## config.mk

```make
export PLATFORM = sky130hd
export DESIGN_NAME = gelf_front
export DESIGN_NICKNAME = d
export VERILOG_FILES = /design/src/hdl/gelf_pkg.sv /design/src/hdl/gelf_front.sv
export SDC_FILE = /design/constraint.sdc
export NUM_CORES = 1
export LEC_CHECK = 0
export BUFFER_PORTS_ARGS = -buffer_cell sky130_fd_sc_hd__buf_2
export CAP_MARGIN = 20
export CELL_PAD_IN_SITES_DETAIL_PLACEMENT = 0
export CELL_PAD_IN_SITES_GLOBAL_PLACEMENT = 1
export CORE_ASPECT_RATIO = 1.25
export CORE_MARGIN = 5
export CORE_UTILIZATION = 44
export DETAILED_ROUTE_END_ITERATION = 10
export PLACE_DENSITY = 0.8
export SLEW_MARGIN = 20
export SYNTH_ARGS = -nofsm -noshare
export SYNTH_HDL_FRONTEND = slang
export SYNTH_SLANG_ARGS = --single-unit
export TNS_END_PERCENT = 30
```

## constraint.sdc

```tcl
create_clock -name i_clk -period 3.7 [get_ports i_clk]
set_input_delay 0.185 -clock i_clk [delete_from_list [all_inputs] [get_ports i_clk]]
set_output_delay 0.185 -clock i_clk [all_outputs]
set_load 0.01 [all_outputs]
```

## src/hdl/gelf_pkg.sv

```systemverilog
`timescale 1ns / 1ps
`default_nettype none
package gelf_pkg;

    localparam int EXPERT_COUNT = 8;
    localparam int IN_MAX       = 64;
    localparam int OUT_MAX      = 16;

    localparam int EXP_W   = 3;
    localparam int INNER_W = 6;
    localparam int COL_W   = 4;
    localparam int ADDR_W  = EXP_W + INNER_W + COL_W;
    localparam int CNT_W   = 7;
    localparam int NOUT_W  = 5;
    localparam int ACC_W   = 48;

    localparam logic CFG_IN_WIDTH  = 1'b0;
    localparam logic CFG_OUT_WIDTH = 1'b1;

    typedef struct packed {
        logic               mode;
        logic [2:0]         expert_id;
        logic [5:0]         inner_index;
        logic [3:0]         column_index;
        logic signed [15:0] weight_value;
        logic signed [15:0] act_value;
    } t_in_item;

    typedef struct packed {
        logic [3:0]         out_column;
        logic signed [31:0] out_value;
        logic               last_of_row;
    } t_out_item;

    typedef struct packed {
        logic               is_act;
        logic [EXP_W-1:0]   expert;
        logic [ADDR_W-1:0]  addr;
        logic signed [15:0] weight;
        logic signed [15:0] act;
    } t_cmd;

    typedef struct packed {
        logic [CNT_W-1:0]  nin;
        logic [NOUT_W-1:0] nout;
    } t_cfg;

    typedef struct packed {
        logic valid;
        t_cmd cmd;
    } t_queue_out;

endpackage
`default_nettype wire

```

## src/hdl/gelf_front.sv

```systemverilog
`timescale 1ns / 1ps
`default_nettype none
module gelf_front (
    input  wire                       i_clk,
    input  wire                       i_rst_n,
    input  wire                       i_valid,
    output logic                      o_stall,
    input  gelf_pkg::t_in_item        i_item,
    output gelf_pkg::t_queue_out      o_q,
    input  wire                       i_pop
);
    gelf_pkg::t_cmd r_buf [2];
    logic       r_wp, r_rp;
    logic [1:0] r_cnt;
    logic       push;
    gelf_pkg::t_cmd cmd;

    assign o_stall = (r_cnt == 2'd2);
    assign push    = i_valid && !o_stall;

    always_comb begin
        cmd.is_act = i_item.mode;
        cmd.expert = i_item.expert_id;
        cmd.addr   = {i_item.expert_id, i_item.inner_index, i_item.column_index};
        cmd.weight = i_item.weight_value;
        cmd.act    = i_item.act_value;
    end

    assign o_q.valid = (r_cnt != 2'd0);
    assign o_q.cmd   = r_buf[r_rp];

    always_ff @(posedge i_clk) begin
        if (push) begin
            r_buf[r_wp] <= cmd;
        end
    end

    always_ff @(posedge i_clk) begin
        if (!i_rst_n) begin
            r_wp  <= 1'b0;
            r_rp  <= 1'b0;
            r_cnt <= 2'd0;
        end else begin
            if (push) r_wp <= ~r_wp;
            if (i_pop) r_rp <= ~r_rp;
            r_cnt <= r_cnt + {1'b0, push} - {1'b0, i_pop};
        end
    end

    assert property (@(posedge i_clk) disable iff (!i_rst_n) i_pop |-> o_q.valid)
        else $error("pop from empty queue");
    assert property (@(posedge i_clk) disable iff (!i_rst_n) r_cnt != 2'd3)
        else $error("queue count overflow");
    assert property (@(posedge i_clk) disable iff (!i_rst_n)
        (r_cnt == 2'd2 && !i_pop) |=> r_cnt == 2'd2)
        else $error("full queue lost an entry");
endmodule
`default_nettype wire

```

* After elaboration in Yosys (flattened, before gate mapping) *
Memories as Yosys holds them, arrays and structs flattened. A register that Yosys moved wholly into a read port is not among the register bits.
Index checks and enable logic that the tools add are counted.

word-level totals
  memory bits (writable) = 98
  memories kept = 1
  logic and storage cells = 16
  input port bits = 50
  flip-flop bits (word level) = 4

cells by class
  equality and inequality tests = 1
  multiplexer cells = 4
  add/sub/neg operators = 2
  reduce and logical (&&, ||, !) cells = 3
  bitwise logic cells = 2

memories
  name   depth  width  read ports  clocked after Yosys merged registers in  write ports  RTL line          RTL
  r_buf  2      49     1           1                                        1            gelf_front.sv:12  gelf_pkg::t_cmd r_buf [2];

operator list
  cell                                         number
  1-bit 2-to-1 mux                             4
  2-bit by 1-bit adder with 2-bit output       1
  2-bit equality test, second input constant   1
  1-bit inverter                               2
  2-bit nonzero test                           1
  2-bit by 1-bit subtractor with 2-bit output  1
  1-bit logical AND                            1
  1-bit logical NOT                            1

* Longest topological paths before layout *
Gate-level depths: netlist of run 1.

  word-level depth = 5
  gate-level depth with buffers = 8
  mapped depth without buffers = 8

* Worst setup path before layout of run 1 *
No wires, ideal clock.

  path kind = reg2reg
  from = register r_cnt[0]
  to = memory r_buf[0][0] (netlist name) (enable)
  clock period less this slack = 2938 ps
  cell stages (with the launch flop) = 4
  setup slack = 762 ps
  library setup time = 450 ps
  arrival time = 2489 ps
  path through = dfxtp_1 nand2b_1 nand2_1 nor2_1

on the way
  longest elaborated chain between the ends = 5

RTL lines
  what                                    RTL line          RTL
  start: declaration                      gelf_front.sv:14  logic [1:0] r_cnt;
  start signal: assignment                gelf_front.sv:46  r_cnt <= r_cnt + {1'b0, push} - {1'b0, i_pop};
  2-bit equality test                     gelf_front.sv:18  assign o_stall = (r_cnt == 2'd2);
  1-bit logical NOT                       gelf_front.sv:19  assign push = i_valid && !o_stall;
  1-bit logical AND                       gelf_front.sv:19
  1-bit 2-to-1 mux                        gelf_front.sv:33  if (push) begin
  1-bit 2-to-1 mux (not written as such)  gelf_front.sv:34  r_buf[r_wp] <= cmd;
  end: declaration                        gelf_front.sv:12

No other way between the ends.

==> impl_results.md, run 1 <==
- # IOs: roughly 100
- Synth area leader: edfxtp_1
- Hold Startpoint: i_item[30]
- Largest net degree at the start of global routing: 47
- Final Net Count: roughly 340
- Clock sink count: 97
- Synth area leaders: edfxtp_1 73%, mux2_4 16%, dfxtp_1 2.7%
- Setup TNS: 0 ps
- Hold Vio Cnt, Final: 0
- PortBufs: 100
- Layout cells sized above 1: 0.566
- Full die area: 10500 um2
- DR pass1 iterations: 4
- Worst setup margin: ~1400 ps
- Seq/Total Area, Yosys: 0.759
- Worst endpoint required time: 3510 ps
- Min Clock Period, post-route: 2270 ps
- CP delay by family, top: flip-flops
- Clock Latency Late Sink: 340 ps
- Setup WS pre-CTS: roughly 1600 ps
- Mux cell area share after synthesis: 0.180
- Worst r2r src: r_cnt[0]
- Worst path slowest cell: dfxtp_2
- Worst Path Buf+Inv: 2
- Max Slew Vio Count: 0
- CP Launch Type: flop
- Synth Area in Simple Gates: 0.0143
- Aggregate global routing overflow: 0
- DR iter-0 viols: 75
- First-pass GRT wire length: 9.36 mm
- Worst min path class: in2reg
- Period utilization: 0.612
- CP Data Arrival Time: between 2000 and 2500 ps
- Vias per cell: around 4.7
- Net Count, Synth: roughly 220
- Horiz. Die Dim: approximately 93 um
- CTS clk-pin slew, worst paths: 80 ps
- Async S/R FF share, synth: 0
- XOR/XNOR share of the synthesized area: 0.00697
- Antenna violations before repair: 0
- Post-synth top cells: 92 x edfxtp_1, 40 x mux2_4, 6 x mux2_2
- Upper clock frequency limit: roughly 440 MHz
- Via count of the first global-routing pass: between 1500 and 2000
- Row count: 37
- VDD IR max: about 0.33 mV
- Post-CTS Resized: 0
- Vias: about 1800
- Final Power: roughly 2.7 mW
- Largest family of logic cells by synthesized area: multiplexers
- Cell with the most instances after synthesis: edfxtp_1
- Synth cell types: 18
- # setup viols final: 0
- Synthesis-to-finish area growth: 21.9%
- Hpwl dp: ~4.3 mm
- Residual DRC count: 0
- RSZ-0062 raised after global routing: no
- Worst stage delay on the critical path: about 840 ps
- Max_slew headroom: 0.478
- Outcome: completed
- Post-synth top flop: edfxtp_1
- Crit path cell chain: buf_4, mux2_4, buf_2
- Lkg Pwr: around 1.8 nW
- Compound-gate portion of the synthesized area: 0
- Kind of critical path: reg2out
- Placed Cells: between 300 and 400
- CTS Root Cell: clkbuf_8
- Final design utilization: 0.555
- DRT antenna net count: 0
- FF+latch count, synth: a little under 100
- Htree depth: 3
- Post-synth EDFFs: 92
- Synthesized instance count: approximately 170
- GPL Wtd Cong: approximately 0.68
- Clock Path Buffers: 2
- Crit path max fanout: 24
- Clock Skew: 6.98 ps
- Worst-Margin Slew: 781 ps
- Synthesized cell area: 3770 um2
- Die H: approximately 110 um
- Post-route insts no fill: 387
- Total track usage: 0.120
- N_diodes: 0
- Count of warnings emitted by yosys: 0
- Synthesized area per cell: 22.1 um2
- Placeable core area: 8290 um2
- Top cell type's share of synthesized area: 0.733
- Pwr Density: 580 nW/um2
- Wire per inst: ~16 um
- Initial Util: 0.455
- CTS Buf Count: 9
- MaxCap Viol Count: 0
- Post-synthesis adder-cell area fraction: 0.00664
- CP Capture Type: primary output
- Routed WL: about 6.2 mm
- CTS tree: yes
[final timing paths]
| path | to | slack (ps) | cells after the start |
|---|---|---|---|
| max | o_q[29] | 1430 | 3 |
| min | r_buf[1][30] | 30 | 1 |
| max reg2reg | r_buf[0][29] | 1680 | 4 |
| min reg2reg | r_rp | 520 | 2 |
[final cells by class]
| type | instances | area, um2 |
|---|---|---|
| Clock buffer | 12 | 135 |
| Clock inverter | 4 | 67.6 |
| Fill cell | 642 | 3690 |
| Inverter | 3 | 11.3 |
| Multi-Input combinational cell | 63 | 796 |
| Sequential cell | 97 | 2860 |
| Tap cell | 97 | 121 |
| Timing Repair Buffer | 111 | 603 |
[cell usage in the layout (no fill, tap or decap), drive strengths merged]
master	instances
nand2b	2
or2	1
nand2	2
and3	1
mux2i	1
xor2	1
and2	1
mux2	46
edfxtp	92
buf	103
clkbuf	12
xnor2	2
nor2	4
bufinv	2
ha	2
dlygate4sd3	8
clkinv	2
inv	3
dfxtp	5
[metal layers]
layer	global-route usage	vias up	part of all wire
li1	-	881	-
met3	0.0218	12	0.046
met4	0.0792	0	0.026
met5	0	-	0
met1	0.117	873	0.37
met2	0.226	52	0.56
[stage by stage]
| stage | area (um2) | hold slack (ps) |
|---|---|---|
| 6_report | 4600 | 25.8 |
| 5_1_grt | 4600 | 0.792 |
| 4_1_cts | 4540 | 1.39 |
| 3_5_place_dp | 4310 | 376 |
| 3_3_place_gp | 4310 | 374 |
| 2_1_floorplan | 3770 | 284 |
[registers in the layout, indices dropped and copies added, names as in the netlist, named ones only]
signal  cells
r_rp        1
r_wp        1
r_cnt       2
r_buf      92
[power breakdown]
part / switching [mW] / leakage, nW / internal (mW)
registers: 0.0549 / 0.900 / 1.39
clock network: 0.320 / 0.0997 / 0.378
logic: 0.260 / 0.848 / 0.263
total: 0.635 / 1.85 / 2.03
[worst register-to-register path, delay by kind of cell (launching register included)]
family                 cells  cell delay (ps)
and+or+nand+nor            3              910
buffers and inverters      1              430
DFF                        1              350
[timing repair]
action,in CTS,in global routing
hold buffers,3,5
endpoints found under the setup margin,0,0
buffers inserted,0,0
endpoints found under the hold margin,6,9
[kinds of logic (layout without fill, tap and decap cells)]
logic type,after synthesis,after routing
flip-flops,97,97
multiplexers,47,47
AND/OR/NAND/NOR,11,11
buffers and inverters,11,130
XOR/XNOR,3,3
adder cells (fa/ha/maj),2,2
No activity file was read; power rests on OpenSTA's default activity.
==> run 2, diff against run 1 <==
Settings changed: ABC_AREA set to 1.
Clock period 3.7 ns to 2.1 ns, I/O delays scaled along.
==> impl_results.md, run 2 <==
- Htree depth: 3 (unchanged)
- CP Capture Type: primary output (unchanged)
- Final Power: 4.19 mW (was 2.67 mW)
- Row count: 37 (unchanged)
- Kind of critical path: reg2out (unchanged)
- Initial Util: 0.453 (was 0.455)
- Hpwl dp: 4.47 mm (was 4.32 mm)
- Fin area: 5020 um2 (was 4600 um2)
- Total track usage: 0.131 (was 0.120)
- CP Data Arrival Time: 1530 ps (was 2080 ps)
- Worst-Margin Slew: 368 ps (was 781 ps)
- Synth cell types: 13 (was 18)
- Via count of the first global-routing pass: 2166 (was 1982)
- Max reg flops: 92 (unchanged)
- Min Clock Period, post-route: about 1600 ps
- Net Count, Synth: 232 (was 223)
- Seq/Total Area, Yosys: 0.758 (was 0.759)
- Cell with the most instances after synthesis: edfxtp_1 (unchanged)
- CTS Root Cell: clkbuf_8 (unchanged)
- Upper clock frequency limit: 612 MHz
- Synthesized cell area: 3780 um2 (was 3770 um2)
- Synthesized area per cell: 21.0 um2 (was 22.1 um2)
- Placed Cells: 375 (was 363)
- R2R depth: 10 (was 4)
- Most common cell after layout, fill and taps aside: buf_2 (unchanged)
- N_diodes: 0 (unchanged)
- # IOs: 101 (unchanged)
- DR pass1 iterations: 4 (unchanged)
- Top cell type's share of synthesized area: 0.732 (was 0.733)
- # hold bufs at CTS: 48 (was 3)
- Max_slew headroom: 0.755 (was 0.478)
- Worst Hold End: r_wp (was r_buf[1][30])
- CP Launch Type: flop (unchanged)
- Worst min path class: in2reg (unchanged)
- Worst path slowest cell: mux2_2 (was dfxtp_2)
- Placeable core area: 8330 um2 (was 8290 um2)
- Post-synth EDFFs: 92 (unchanged)
- Most flops, register: r_buf (unchanged)
- Layout cells sized above 1: 0.494 (was 0.566)
- RR Endpoint: r_cnt[1] (was r_buf[0][29])
- DR iter-0 viols: 45 (was 75)
- Clock Skew: 3.84 ps (was 6.98 ps)
- Synth area leader: edfxtp_1 (unchanged)
- Largest family of logic cells by synthesized area: multiplexers (unchanged)
- Pwr Density: 834 nW/um2 (was 580 nW/um2)
- Top flop regs: r_buf x92, r_cnt x2 (unchanged)
- Antenna violations before repair: 0 (unchanged)
- Post-synth top cells: 92 x edfxtp_1, 40 x mux2_4, 10 x nand2_1 (was 92 x edfxtp_1, 40 x mux2_4, 6 x mux2_2)
- Wire per inst: 15.0 um (was 16.1 um)
- Post-CTS Setup Inserts: 0 (unchanged)
- CP delay by family, top: buffers and inverters (was flip-flops)
- Post-route insts no fill: 439 (was 387)
- Post-synthesis adder-cell area fraction: 0.00663 (was 0.00664)
- Post-synth top flop: edfxtp_1 (unchanged)
- Mux cell area share after synthesis: 0.177 (was 0.180)
- Worst stage delay on the critical path: 380 ps (was 840 ps)
- FF+latch count, synth: 97 (unchanged)
- Die H: 114 um (about the same)
- Final Net Count: 389 (was 337)
- Compound-gate portion of the synthesized area: 0.00265 (was 0)
- Hold Vio Cnt, Final: 0 (unchanged)
- XOR/XNOR share of the synthesized area: 0 (was 0.00697)
- Async S/R FF share, synth: 0 (unchanged)
- Worst r2r src: r_cnt[0] (unchanged)
- Largest net degree at the start of global routing: 31 (was 47)
- Residual DRC count: 0 (unchanged)
- Aggregate global routing overflow: 0 (unchanged)
- DRT antenna net count: 0 (unchanged)
- Synthesis-to-finish area growth: 33.1% (was 21.9%)
- GPL Wtd Cong: 0.661 (was 0.675)
- Lkg Pwr: 2.04 nW (was 1.85 nW)
- Outcome: completed (unchanged)
- VDD IR max: 0.531 mV (was 0.330 mV)
- First-pass GRT wire length: 10.2 mm (was 9.36 mm)
- # setup viols final: 0 (unchanged)
- Crit path max fanout: 16 (was 24)
- Routed WL: 6.60 mm (was 6.22 mm)
- Vias per cell: 4.66 (was 4.70)
- Hold path depth: 3 (was 1)
- CTS Buf Count: 9 (unchanged)
- RSZ-0062 raised after global routing: no (unchanged)
- Synth Area in Simple Gates: 0.0186 (was 0.0143)
- Clock sink count: 97 (unchanged)
- Count of warnings emitted by yosys: 0 (unchanged)
- Reg2Reg Setup Slack: 540 ps (was 1680 ps)
- Period utilization: 0.778
- Worst endpoint required time: 2000 ps (was 3510 ps)
- Worst Path Buf+Inv: 2 (unchanged)
- Hold Startpoint: i_valid (was i_item[30])
- Hold_ws: 42.2 ps (was 25.8 ps)
- Full die area: 10500 um2 (about the same)
- PortBufs: 100 (unchanged)
- Horiz. Die Dim: 92.9 um (was 92.8 um)
- CTS clk-pin slew, worst paths: 90 ps (was 80 ps)
- Vias: 2045 (was 1818)
- Post-CTS Resized: 0 (unchanged)
- CTS tree: yes (unchanged)
- Synthesized instance count: 180 (was 171)
- Synth area leaders: edfxtp_1 73%, mux2_4 16%, dfxtp_1 2.7% (unchanged)
- Area after DPL: 4350 um2 (was 4310 um2)
- Commonest non-fill, non-tap cells in the layout: 100 x buf_2, 92 x edfxtp_1, 48 x dlygate4sd3_1 (was 100 x buf_2, 92 x edfxtp_1, 40 x mux2_4)
- Setup TNS: 0 ps (unchanged)
- Fill cell count: 647 (was 642)
- Max Slew Vio Count: 0 (unchanged)
- Crit path cell chain: buf_4, mux2_2, buf_2 (was buf_4, mux2_4, buf_2)
- Clock Latency Late Sink: 350 ps (was 340 ps)
- Clock Path Buffers: 2 (unchanged)
- MaxCap Viol Count: 0 (unchanged)
run 2: changes by cell type in the layout (fill, tap and decap cells not counted), moves of 3 or more:
cell           delta
clkbuf_1          -3
dlygate4sd3_1    +40
inv_1             +3
nand2_1           +8
run 2: cell families after synthesis:
logic type	Yosys count
AO/OA/AOI/OAI	2
adder cells (fa/ha/maj)	2
buffers and inverters	15
flip-flops	97
multiplexers	46
AND/OR/NAND/NOR	18
run 2: how the worst max path moves through the flow:
stage                       end     start  depth (start not counted)
floorplan           r_buf[1][0]  r_cnt[0]                          4
global placement       r_cnt[1]  r_cnt[0]                         10
detailed placement     r_cnt[1]  r_cnt[0]                         10
CTS                     o_q[42]      flop                          3
global route            o_q[42]      flop                          3
finish                  o_q[42]      flop                          3
run 2: final cells by class:
cell class / count / area, um2 / area share
clock buffer: 9 / 124 / 0.0247
clock inverter: 7 / 70.1 / 0.0139
inverter: 7 / 26.3 / 0.00523
multi-input combinational: 68 / 781 / 0.155
sequential: 97 / 2860 / 0.570
tap: 97 / 121 / 0.0242
timing repair buffer: 154 / 1040 / 0.207
run 2: worst register-to-register path, cell delays in order, from the launching register on:
cell and delay [ps]:
dfxtp_1 350, inv_1 60, nand2_1 110, nand2_1 120, ha_1 290, inv_1 40
ha_1 180, inv_1 60, nand2_1 60, a21oi_1 130, nor2_1 60
run 2: per-stage QoR:
step                       util  setup WS (ps)
after floorplan               -            240
after global placement    0.522            629
after detailed placement  0.522            539
after CTS                 0.603            409
after global routing      0.603            370
final                     0.603            465
run 2: report_power, final:
group	internal, mW	switching (mW)	total [mW]
Combinational	0.361	0.327	0.687
Clock	0.548	0.604	1.15
Sequential	2.31	0.0440	2.35
Total	3.22	0.975	4.19
run 2: routing by layer:
metal / up-vias / GRT usage / wire length [um]
met5: - / 0 / 0
met4: 0 / 0.0850 / 172
met3: 12 / 0.0257 / 308
met2: 58 / 0.236 / 3650
met1: 982 / 0.136 / 2470
li1: 993 / - / -
==> run 3, diff against run 2 <==
Settings changed: CORE_UTILIZATION 44 to 39, PLACE_DENSITY 0.8 to 0.75.
Clock period 2.1 ns to 1.5 ns, I/O delays scaled along.
==> impl_results.md, run 3 (synthesis gave the netlist of run 2 again) <==
- Outcome: completed (unchanged)
- # IOs: 101 (unchanged)
- Clock sink count: 97 (unchanged)
- Vias per cell: 4.43 (was 4.66)
- CTS Root Cell: clkbuf_16 (was clkbuf_8)
- Final Net Count: 389 (unchanged)
- Most flops, register: r_buf (unchanged)
- Post-CTS Setup Inserts: 0 (unchanged)
- DR iter-0 viols: 74 (was 45)
- Worst min path class: in2reg (unchanged)
- Clock Skew: 6.30 ps (was 3.84 ps)
- R2R depth: 10 (unchanged)
- Upper clock frequency limit: ~670 MHz
- Area taken by flip-flops and latches: 2870 um2 (was 2860 um2)
- First-pass GRT wire length: 11.0 mm (was 10.2 mm)
- Clock Path Buffers: 2 (unchanged)
- GPL Wtd Cong: 0.698 (was 0.661)
- Aggregate global routing overflow: 0 (unchanged)
- Placeable core area: 9560 um2 (was 8330 um2)
- Synthesis-to-finish area growth: 44.7% (was 33.1%)
- Hold Vio Cnt, Final: 0 (unchanged)
- Kind of critical path: reg2out (unchanged)
- VDD IR max: 0.616 mV (was 0.531 mV)
- Setup TNS: 0 ps (unchanged)
- Wire per inst: 14.7 um (was 15.0 um)
- CTS clk-pin slew, worst paths: 60 ps (was 90 ps)
- RSZ-0062 raised after global routing: yes (was no)
- Worst-Margin Slew: 232 ps (was 368 ps)
- Placed Cells: 404 (was 375)
- Final Power: 6.49 mW (was 4.19 mW)
- Die H: 120 um (was 114 um)
- Lkg Pwr: 2.19 nW (was 2.04 nW)
- Max reg flops: 92 (unchanged)
- Fill cell count: 753 (was 647)
- Row count: 40 (was 37)
- Clock Latency Late Sink: 330 ps (was 350 ps)
- Hold path depth: 3 (unchanged)
- Largest net degree at the start of global routing: 30 (was 31)
- Multi-input combinational cell area: 810 um2 (was 781 um2)
- CP Launch Type: flop (unchanged)
- Max_slew headroom: 0.846 (was 0.755)
- Htree depth: 3 (unchanged)
- Residual DRC count: 0 (unchanged)
- Min Clock Period, post-route: 1500 ps
- Commonest non-fill, non-tap cells in the layout: 92 x edfxtp_1, 63 x buf_2, 47 x dlygate4sd3_1 (was 100 x buf_2, 92 x edfxtp_1, 48 x dlygate4sd3_1)
- Final design utilization: 0.572 (was 0.603)
- Post-route insts no fill: 468 (was 439)
- CTS tree: yes (unchanged)
- CP Data Arrival Time: 1420 ps (was 1530 ps)
- PortBufs: 100 (unchanged)
- Total track usage: 0.123 (was 0.131)
- Via count of the first global-routing pass: 2265 (was 2166)
- Initial Util: 0.395 (was 0.453)
- Top flop regs: r_buf x92, r_cnt x2 (unchanged)
- Crit path max fanout: 15 (was 16)
- Routed WL: 6.90 mm (was 6.60 mm)
- Hold_ws: 25.9 ps (was 42.2 ps)
- Horiz. Die Dim: 98.0 um (was 92.9 um)
- Hpwl dp: 4.42 mm (was 4.47 mm)
- CTS Buf Count: 9 (unchanged)
- Vias: 2072 (was 2045)
- Worst endpoint required time: 1420 ps (was 2000 ps)
- CP Capture Type: primary output (unchanged)
- Period utilization: 0.998
- Pwr Density: 1190 nW/um2 (was 834 nW/um2)
- Full die area: 11800 um2 (was 10500 um2)
- N_diodes: 0 (unchanged)
- MaxCap Viol Count: 0 (unchanged)
- Layout cells sized above 1: 0.512 (was 0.494)
- DRT antenna net count: 0 (unchanged)
- Most common cell after layout, fill and taps aside: edfxtp_1 (was buf_2)
- DR pass1 iterations: 4 (unchanged)
- # setup viols final: 0 (unchanged)
- Max Slew Vio Count: 0 (unchanged)
- Antenna violations before repair: 0 (unchanged)
==> run 3: cell types whose count changed in the layout (fill, tap and decap cells not counted), sizes merged <==
cell         previous run  this run
dlygate4sd3            48        47
buf                   106       107
clkinv                  3         5
clkinvlp                2         3
bufinv                  1         0
inv                     8         6
==> run 3: where the power goes <==
group          leakage [nW]  internal [mW]  switching, mW
combinational          1.17          0.694          0.511
sequential            0.899           3.23         0.0686
clock                 0.126           1.10          0.883
total                  2.19           5.03           1.46
==> run 3: worst paths after layout <==
check	startpoint	endpoint	slack, ps
max	flop	o_q[48]	3
min	i_pop	flop	30
max reg2reg	r_cnt[1]	r_cnt[1]	20
min reg2reg	r_rp	flop	510
==> run 3: repair_timing <==
action,in CTS,in global routing
endpoints found under the hold margin,96,0
endpoints found under the setup margin,33,43
resized for setup,13,31
gates cloned,1,0
hold buffers,47,0
==> run 3: layer usage <==
metal	up-vias	GRT usage	share of wire	wire, um
li1	994	-	-	-
met5	-	0	0	0
met1	1009	0.132	0.38	2650
met4	0	0.0519	0.016	110
met3	9	0.0465	0.052	361
met2	60	0.214	0.55	3780
==> run 3: cell type report <==
type,instances,share of cell area
flip-flops and latches,97,0.525
repair buffers,154,0.245
multi-input cells,68,0.148
clock buffers,9,0.0412
well taps,126,0.0288
clock inverters,7,0.00687
inverters,7,0.00549
==> run 3: critical path, stage by stage (launching register included) <==
cell and delay (ps):
dfxtp_4 400, buf_12 190, mux2_2 350, buf_2 140
==> run 3: metrics by stage <==
step                      setup slack, ps  instance area (um2)
after floorplan                      -114                 3790
after global placement                113                 4450
after detailed placement             45.5                 4450
after CTS                           -39.2                 5280
after global routing                -65.4                 5470
final                                2.92                 5470
